[src/hdl/srdc_pkg.sv]
package srdc_pkg;

  localparam int FRAC_BITS = 16;

  localparam int CNT_W  = 32;
  localparam int TIME_W = 53;
  localparam int THR_W  = 32;
  localparam int IV_W   = 20;
  localparam int OUT_W  = 32;

  // quotient width: accumulated count with fraction bits appended
  localparam int QW        = CNT_W + FRAC_BITS;
  localparam int DIV_CNT_W = $clog2(QW);
  localparam int MUL_CNT_W = $clog2(IV_W);

  localparam int IN_FIELDS_W = 2 * CNT_W + 2 * TIME_W;
  localparam int IN_TDATA_W  = ((IN_FIELDS_W + 7) / 8) * 8;
  localparam int CFG_IDX_W   = 2;
  localparam int CFG_DATA_W  = 32;

  localparam logic [CFG_IDX_W-1:0] CFG_COUNT_THRESHOLD   = CFG_IDX_W'(0);
  localparam logic [CFG_IDX_W-1:0] CFG_CHUNK_INTERVAL_US = CFG_IDX_W'(1);

  localparam logic [THR_W-1:0] THR_RESET = THR_W'(5000000);
  localparam logic [IV_W-1:0]  IV_RESET  = IV_W'(50000);

endpackage

[src/hdl/srdc_div.sv]
module srdc_div (
  input  logic                            clk,
  input  logic                            rst_n,
  input  logic                            start,
  input  logic [srdc_pkg::QW-1:0]         dividend,
  input  logic [srdc_pkg::TIME_W-1:0]     divisor,
  output logic                            done,
  output logic [srdc_pkg::QW-1:0]         quotient
);

  logic                              busy_r;
  logic                              done_r;
  logic [srdc_pkg::DIV_CNT_W-1:0]    cnt_r;
  logic [srdc_pkg::QW-1:0]           num_r;
  logic [srdc_pkg::TIME_W-1:0]       rem_r;
  logic [srdc_pkg::TIME_W-1:0]       den_r;
  logic [srdc_pkg::TIME_W:0]         shifted;
  logic [srdc_pkg::TIME_W+1:0]       trial;

  // restoring division, one quotient bit a cycle; the numerator register
  // shifts out dividend bits at the top and takes quotient bits at the bottom
  assign shifted = {rem_r, num_r[srdc_pkg::QW-1]};
  assign trial   = {1'b0, shifted} - {2'b00, den_r};

  always_ff @(posedge clk) begin
    if (!rst_n) begin
      busy_r <= 1'b0;
      done_r <= 1'b0;
      cnt_r  <= '0;
    end else begin
      done_r <= 1'b0;
      if (start) begin
        busy_r <= 1'b1;
        cnt_r  <= '0;
        num_r  <= dividend;
        den_r  <= divisor;
        rem_r  <= '0;
      end else if (busy_r) begin
        if (!trial[srdc_pkg::TIME_W+1]) begin
          rem_r <= trial[srdc_pkg::TIME_W-1:0];
          num_r <= {num_r[srdc_pkg::QW-2:0], 1'b1};
        end else begin
          rem_r <= shifted[srdc_pkg::TIME_W-1:0];
          num_r <= {num_r[srdc_pkg::QW-2:0], 1'b0};
        end
        if (cnt_r == srdc_pkg::DIV_CNT_W'(srdc_pkg::QW - 1)) begin
          busy_r <= 1'b0;
          done_r <= 1'b1;
        end else begin
          cnt_r <= cnt_r + 1'b1;
        end
      end
    end
  end

  assign done     = done_r;
  assign quotient = num_r;

endmodule

[src/hdl/sample_rate_drift_corrector_top.sv]
// Sample-rate drift corrector.
// Input channel in_*: one transaction per report (remote/local sample counters
// and timestamps). Output channel out_*: one transaction carrying the running
// chunk correction for each report that closes a measurement window with
// non-zero time deltas; other reports produce nothing.
// Configuration: cfg_we writes cfg_wdata into register cfg_index (0: count
// threshold, 1: chunk interval in us); unknown indexes are ignored. Write only
// while the block is idle.
// A report that produces no result passes S_UPD and S_CHK before the input
// is free again; the first report after reset passes S_UPD only.
// A correcting report runs two bit-serial dividers side by side (S_DIV), a
// subtraction (S_SUB), a shift-add multiply by the interval (S_MUL) and
// S_FIN; the quotients carry 16 fraction bits, rounded off, so out_tdata is an
// integer, and the next report is taken only once the block is back in idle.
// The result sits in an output register, so the next report is accepted while
// it waits; if the receiver still stalls when the following result is ready,
// the block holds in its final step until out_tready.
// Reset (rst_n, synchronous) clears all history, the running correction and
// restores the register defaults; the next report only records marks.
module sample_rate_drift_corrector_top (
  input  logic                                clk,
  input  logic                                rst_n,
  input  logic                                in_tvalid,
  output logic                                in_tready,
  // remote_sample_count, remote_time_us, local_sample_count, local_time_us, pad
  input  logic [srdc_pkg::IN_TDATA_W-1:0]     in_tdata,
  output logic                                out_tvalid,
  input  logic                                out_tready,
  // chunk_correction
  output logic [srdc_pkg::OUT_W-1:0]          out_tdata,
  input  logic                                cfg_we,
  input  logic [srdc_pkg::CFG_IDX_W-1:0]      cfg_index,
  input  logic [srdc_pkg::CFG_DATA_W-1:0]     cfg_wdata
);

  typedef enum logic [2:0] {
    S_IDLE, S_UPD, S_CHK, S_DIV, S_SUB, S_MUL, S_FIN
  } state_t;

  localparam int CW = srdc_pkg::CNT_W;
  localparam int TW = srdc_pkg::TIME_W;
  localparam int QW = srdc_pkg::QW;

  state_t                           state_r;
  logic [srdc_pkg::THR_W-1:0]       thr_r;
  logic [srdc_pkg::IV_W-1:0]        ivcfg_r;

  logic [CW-1:0]                    last_rc_r, last_lc_r;
  logic [CW-1:0]                    drc_r, dlc_r;
  logic [TW-1:0]                    rt_r, lt_r;
  logic [TW-1:0]                    mark_rt_r, mark_lt_r;
  logic [CW-1:0]                    racc_r, lacc_r;
  logic [TW-1:0]                    dtr_r, dtl_r;
  logic [srdc_pkg::OUT_W-1:0]       run_r;
  logic                             neg_r;
  logic [QW-1:0]                    mag_r;
  logic [QW-1:0]                    prod_r;
  logic [srdc_pkg::IV_W-1:0]        iv_r;
  logic [srdc_pkg::MUL_CNT_W-1:0]   mcnt_r;
  logic                             out_tvalid_r;
  logic [srdc_pkg::OUT_W-1:0]       out_tdata_r;

  logic [CW-1:0]                    in_rc, in_lc;
  logic [TW-1:0]                    in_rt, in_lt;
  logic                             in_fire;
  logic                             div_start;
  logic                             div_r_done, div_l_done;
  logic [QW-1:0]                    qr, ql;
  logic [srdc_pkg::OUT_W-1:0]       corr, sum;

  assign in_rc = in_tdata[CW-1:0];
  assign in_rt = in_tdata[CW+TW-1:CW];
  assign in_lc = in_tdata[2*CW+TW-1:CW+TW];
  assign in_lt = in_tdata[2*CW+2*TW-1:2*CW+TW];

  assign in_tready = (state_r == S_IDLE);
  assign in_fire   = in_tvalid && in_tready;

  assign div_start = (state_r == S_CHK) && (racc_r > thr_r) &&
                     (dtr_r != '0) && (dtl_r != '0);

  srdc_div u_div_remote (
    .clk      (clk),
    .rst_n    (rst_n),
    .start    (div_start),
    .dividend ({racc_r, {srdc_pkg::FRAC_BITS{1'b0}}}),
    .divisor  (dtr_r),
    .done     (div_r_done),
    .quotient (qr)
  );

  srdc_div u_div_local (
    .clk      (clk),
    .rst_n    (rst_n),
    .start    (div_start),
    .dividend ({lacc_r, {srdc_pkg::FRAC_BITS{1'b0}}}),
    .divisor  (dtl_r),
    .done     (div_l_done),
    .quotient (ql)
  );

  // round half away from zero: offset was preloaded, drop the fraction
  assign corr = prod_r[QW-1:srdc_pkg::FRAC_BITS];
  assign sum  = neg_r ? (run_r - corr) : (run_r + corr);

  always_ff @(posedge clk) begin
    if (!rst_n) begin
      thr_r   <= srdc_pkg::THR_RESET;
      ivcfg_r <= srdc_pkg::IV_RESET;
    end else if (cfg_we) begin
      unique case (cfg_index)
        srdc_pkg::CFG_COUNT_THRESHOLD:   thr_r   <= cfg_wdata[srdc_pkg::THR_W-1:0];
        srdc_pkg::CFG_CHUNK_INTERVAL_US: ivcfg_r <= cfg_wdata[srdc_pkg::IV_W-1:0];
        default: ;
      endcase
    end
  end

  always_ff @(posedge clk) begin
    if (!rst_n) begin
      state_r      <= S_IDLE;
      last_rc_r    <= '0;
      last_lc_r    <= '0;
      mark_rt_r    <= '0;
      mark_lt_r    <= '0;
      racc_r       <= '0;
      lacc_r       <= '0;
      run_r        <= '0;
      out_tvalid_r <= 1'b0;
    end else begin
      // the final step reloads the output register itself
      if (out_tvalid_r && out_tready && (state_r != S_FIN)) begin
        out_tvalid_r <= 1'b0;
      end
      unique case (state_r)
        S_IDLE: begin
          if (in_fire) begin
            drc_r     <= in_rc - last_rc_r;
            dlc_r     <= in_lc - last_lc_r;
            last_rc_r <= in_rc;
            last_lc_r <= in_lc;
            rt_r      <= in_rt;
            lt_r      <= in_lt;
            state_r   <= S_UPD;
          end
        end
        S_UPD: begin
          if (mark_rt_r == '0) begin
            mark_rt_r <= rt_r;
            mark_lt_r <= lt_r;
            state_r   <= S_IDLE;
          end else begin
            racc_r  <= racc_r + drc_r;
            lacc_r  <= lacc_r + dlc_r;
            dtr_r   <= rt_r - mark_rt_r;
            dtl_r   <= lt_r - mark_lt_r;
            state_r <= S_CHK;
          end
        end
        S_CHK: begin
          if (racc_r > thr_r) begin
            // close the window: move marks, clear accumulators
            mark_rt_r <= rt_r;
            mark_lt_r <= lt_r;
            racc_r    <= '0;
            lacc_r    <= '0;
            state_r   <= div_start ? S_DIV : S_IDLE;
          end else begin
            state_r <= S_IDLE;
          end
        end
        S_DIV: begin
          if (div_r_done && div_l_done) begin
            state_r <= S_SUB;
          end
        end
        S_SUB: begin
          if (qr >= ql) begin
            mag_r <= qr - ql;
            neg_r <= 1'b0;
          end else begin
            mag_r <= ql - qr;
            neg_r <= 1'b1;
          end
          prod_r  <= QW'(1) << (srdc_pkg::FRAC_BITS - 1);
          iv_r    <= ivcfg_r;
          mcnt_r  <= '0;
          state_r <= S_MUL;
        end
        S_MUL: begin
          // shift-add, one interval bit a cycle, LSB first
          if (iv_r[0]) begin
            prod_r <= prod_r + mag_r;
          end
          mag_r <= {mag_r[QW-2:0], 1'b0};
          iv_r  <= iv_r >> 1;
          if (mcnt_r == srdc_pkg::MUL_CNT_W'(srdc_pkg::IV_W - 1)) begin
            state_r <= S_FIN;
          end else begin
            mcnt_r <= mcnt_r + 1'b1;
          end
        end
        S_FIN: begin
          // hold until the output register is free
          if (!out_tvalid_r || out_tready) begin
            run_r        <= sum;
            out_tdata_r  <= sum;
            out_tvalid_r <= 1'b1;
            state_r      <= S_IDLE;
          end
        end
        default: state_r <= S_IDLE;
      endcase
    end
  end

  assign out_tvalid = out_tvalid_r;
  assign out_tdata  = out_tdata_r;

endmodule
[config.mk]
export PLATFORM = sky130hd
export DESIGN_NAME = sample_rate_drift_corrector_top
export DESIGN_NICKNAME = d
export VERILOG_FILES = /design/src/hdl/srdc_pkg.sv /design/src/hdl/srdc_div.sv /design/src/hdl/sample_rate_drift_corrector_top.sv
export SDC_FILE = /design/constraint.sdc
export NUM_CORES = 2
export LEC_CHECK = 0
export ABC_CLOCK_PERIOD_IN_PS = 27900
export BUFFER_PORTS_ARGS = -buffer_cell sky130_fd_sc_hd__buf_4
export CAP_MARGIN = 20
export CORE_ASPECT_RATIO = 0.5
export CORE_MARGIN = 2
export CORE_UTILIZATION = 68
export DETAILED_ROUTE_END_ITERATION = 7
export PLACE_DENSITY = 0.85
export SLEW_MARGIN = 0
export SYNTH_ARGS = -nofsm -noshare
export SYNTH_HDL_FRONTEND = slang
export SYNTH_SLANG_ARGS = --single-unit
[constraint.sdc]
create_clock -name clk -period 27.9 [get_ports clk]
set_input_delay 6.975 -clock clk [delete_from_list [all_inputs] [get_ports clk]]
set_output_delay 6.975 -clock clk [all_outputs]
set_load 0.005 [all_outputs]
==> flow_metrics.tcl <==
set metrics [dict create \
    worstMarginPinSlew_ps 1160 \
    dr.pass1.iters 8 \
    status "finished clean" \
    die_height_um 225 \
    synth_edf_count 738 \
    final_util 0.752 \
    wl_um 171000 \
    routabilityCongestion 1.01 \
    ys_ff_latch 1076 \
    final-hold-violation-count 0 \
    endpoint_kind "flip-flop" \
    post_cts_resize_count 0 \
    cp_common_cell "buf_4" \
    finClkSkew_ps 44.5 \
    crit_arrival_ps 10390 \
    final.min_clock_period_ps 10030 \
    setup_viol 0 \
    globalRouteOverflowTotal 0 \
    grt_max_degree 219 \
    fmax_mhz 99.7 \
    post-route-period-util 0.359 \
    drc 0 \
    viasPerCell 6.25 \
    multiInputGateArea_um2 34400 \
    wl_per_cell_um 19.7 \
    cts_root_buffer "clkbuf_16" \
    vias 54276 \
    nFillCells 6667 \
    p_per_area_nw_per_um2 78.1 \
    dpl_worst_slack_ps 17130 \
    synth_cells 7231 \
    grt_pass1_vias 52162 \
    dp_hpwl_um 126000 \
    clkSinkCount 1076 \
    core_um2 96100 \
    h-tree-depth 3 \
    cp_cell_sequence "buf_4, inv_8, nor2_4, buf_4, buf_4" \
    yosys_warnings 0 \
    synth_fa_ha_area_frac 0.106 \
    clk_latency_ps 740 \
    drv_cap 0 \
    clock_path_buffers 3 \
    cp-start-kind "input port" \
    synth_xor_xnor_area_share 0.0583 \
    initial_core_util 0.691 \
    synth.cell_area_um2 66400 \
    die_x_um 446 \
    holdBufCountCts 0 \
    num_rows 80 \
    antenna_found_initial 6 \
    max_stage_delay_ps 840 \
    worstPathRequired_ps 28260 \
    drt_iter0_markers 5493 \
    final_net_count 8096 \
    portBuffers 242 \
    fin_tns_setup_ps 0 \
    cts.clk_slew.worst_paths_ps 70 \
    dieArea_um2 100000 \
    grt_use_total 0.335 \
    irDropWorstVdd_uv 61.6 \
    p_leak_uw 0.0292 \
    crit_path_top_delay_cell "nor2_4" \
    synth-simple-area-share 0.150 \
    syn_nets 8001 \
    post-cts-setup-buffers 0 \
    grt_setup_unrepaired "no" \
    synth_compound_area_frac 0.198 \
    pin_count 249 \
    ys_async_sr_fraction 0 \
    cts-buffers-inserted 95 \
    drtAntennaViolNets 0 \
    drive_above_1_share 0.0805 \
    ys_seq_area_frac 0.436 \
    fin_ws_ps 17870 \
    syn_avg_cell_area_um2 9.19 \
    relSlewSlack 0.226 \
    synth_ff_type "edfxtp_1" \
    drv_slew 0 \
    crit_type "in -> reg" \
    synth_top_family_by_area "compound AO/OA/AOI/OAI gates" \
    crit_fanout 75 \
    hp-class "reg -> reg" \
    regArea_um2 28900 \
    area_delta_synth_final_pct 8.82 \
    synth.distinct_cells 94 \
    tritoncts "built" \
    grt_first_pass_wirelength_um 271000 \
    synthMuxAreaShare 0.00352 \
]
==> per-layer routing <==
| metal | track usage | part of all wire | vias up |
|---|---|---|---|
| met1 | 0.453 | 0.42 | 25638 |
| met3 | 0.0474 | 0.075 | 438 |
| met5 | 0 | 0 | - |
| met4 | 0.140 | 0.044 | 0 |
| li1 | - | - | 25967 |
| met2 | 0.546 | 0.46 | 2233 |
==> cells in the final DEF, fill, tap and decap left out, types with 66 or more instances in the layout <==
master	count
a21o_1	299
a21oi_1	852
buf_4	272
clkbuf_16	97
dfxtp_1	338
edfxtp_1	738
ha_1	543
inv_1	531
nand2_1	1040
nand2b_1	69
nand3_1	108
nand4_1	82
nor2_1	453
nor3_1	109
o21a_1	66
o21ai_0	325
o21bai_1	68
xnor2_1	298
xor2_1	144
==> synth_stat cells (15+ instances only) <==
cell	number	area [um^2]
nand2_1	1041	3910
a21oi_1	853	4270
edfxtp_1	738	22200
ha_1	543	6790
inv_1	533	2000
nor2_1	458	1720
dfxtp_1	338	6770
o21ai_0	325	1630
a21o_1	299	2240
xnor2_1	298	2610
clkbuf_1	216	811
xor2_1	144	1260
nor3_1	111	556
nand3_1	109	546
nand4_1	82	513
nand2b_1	69	432
o21bai_1	68	510
o21a_1	67	503
nor2b_1	60	375
a211oi_1	59	443
nor4_1	59	369
a31oi_1	58	363
and3_1	58	363
buf_2	44	220
o211ai_1	39	293
a21oi_2	37	324
nand2_2	37	231
or3_1	34	213
and2_1	32	200
o31ai_1	30	225
or2_2	25	156
a22o_1	23	201
a21boi_0	22	165
mux2i_1	20	200
o31a_1	20	175
a221o_1	17	170
a221oi_1	15	131
==> cells by family (layout without fill, tap and decap cells) <==
family	after synthesis	count (layout)
other	0	5
buffers and inverters	814	991
multiplexers	23	23
flip-flops	1076	1076
adder cells (fa/ha/maj)	555	555
XOR/XNOR	442	442
AO/OA/AOI/OAI	2096	2096
AND/OR/NAND/NOR	2225	2225
==> per-stage QoR <==
| step | power, uW | hold WS (ps) | area (um^2) | std cells |
|---|---|---|---|---|
| floorplan | 3740 | 417 | 66400 | 7231 |
| global placement | 4140 | 434 | 69000 | 8496 |
| detailed placement | 4240 | 435 | 69000 | 8497 |
| CTS | 5590 | 451 | 72200 | 8676 |
| global route | 5940 | 459 | 72300 | 8684 |
| finish | 5640 | 446 | 72300 | 8684 |
==> sequential cells by signal, summed over array words and instances (netlist names), 48 cells and up <==
signal and flops:
dtl_r 53, dtr_r 53, lt_r 53, mark_lt_r 53, mark_rt_r 53, rt_r 53, u_div_local.den_r 53, u_div_local.rem_r 53
u_div_remote.den_r 53, u_div_remote.rem_r 53, mag_r 48, prod_r 48, u_div_local.quotient 48, u_div_remote.quotient 48
==> worst max-delay path, delay by kind of cell <==
family	cells	cell delay, ps
buffers and inverters	4	2300
AND/OR/NAND/NOR	1	840
==> power by group <==
| part | total (uW) | leakage (uW) | internal, uW | switching (uW) |
|---|---|---|---|---|
| combinational | 2080 | 0.0181 | 821 | 1260 |
| sequential | 2210 | 0.00949 | 2030 | 177 |
| clock | 1360 | 0.00154 | 725 | 632 |
| total | 5640 | 0.0292 | 3580 | 2070 |
==> worst paths after layout <==
path	depth (start not counted)	slack [ps]	startpoint	to
min reg2reg	0	450	dtr_r[40]	u_div_remote.den_r[40]
min	0	450	dtr_r[40]	u_div_remote.den_r[40]
max	5	17870	rst_n	rt_r[27]
max reg2reg	11	22580	state_r[1]	u_div_remote.rem_r[21]
==> area by class of cell <==
class,instances,share of cell area
Clock buffer,133,0.0374
Inverter,534,0.0279
Timing Repair Buffer,278,0.0299
Clock inverter,46,0.00646
Tap cell,1271,0.0220
Antenna cell,5,0.000173
Sequential cell,1076,0.400
Multi-Input combinational cell,5341,0.476
No activity file was read; power rests on OpenSTA's default activity.
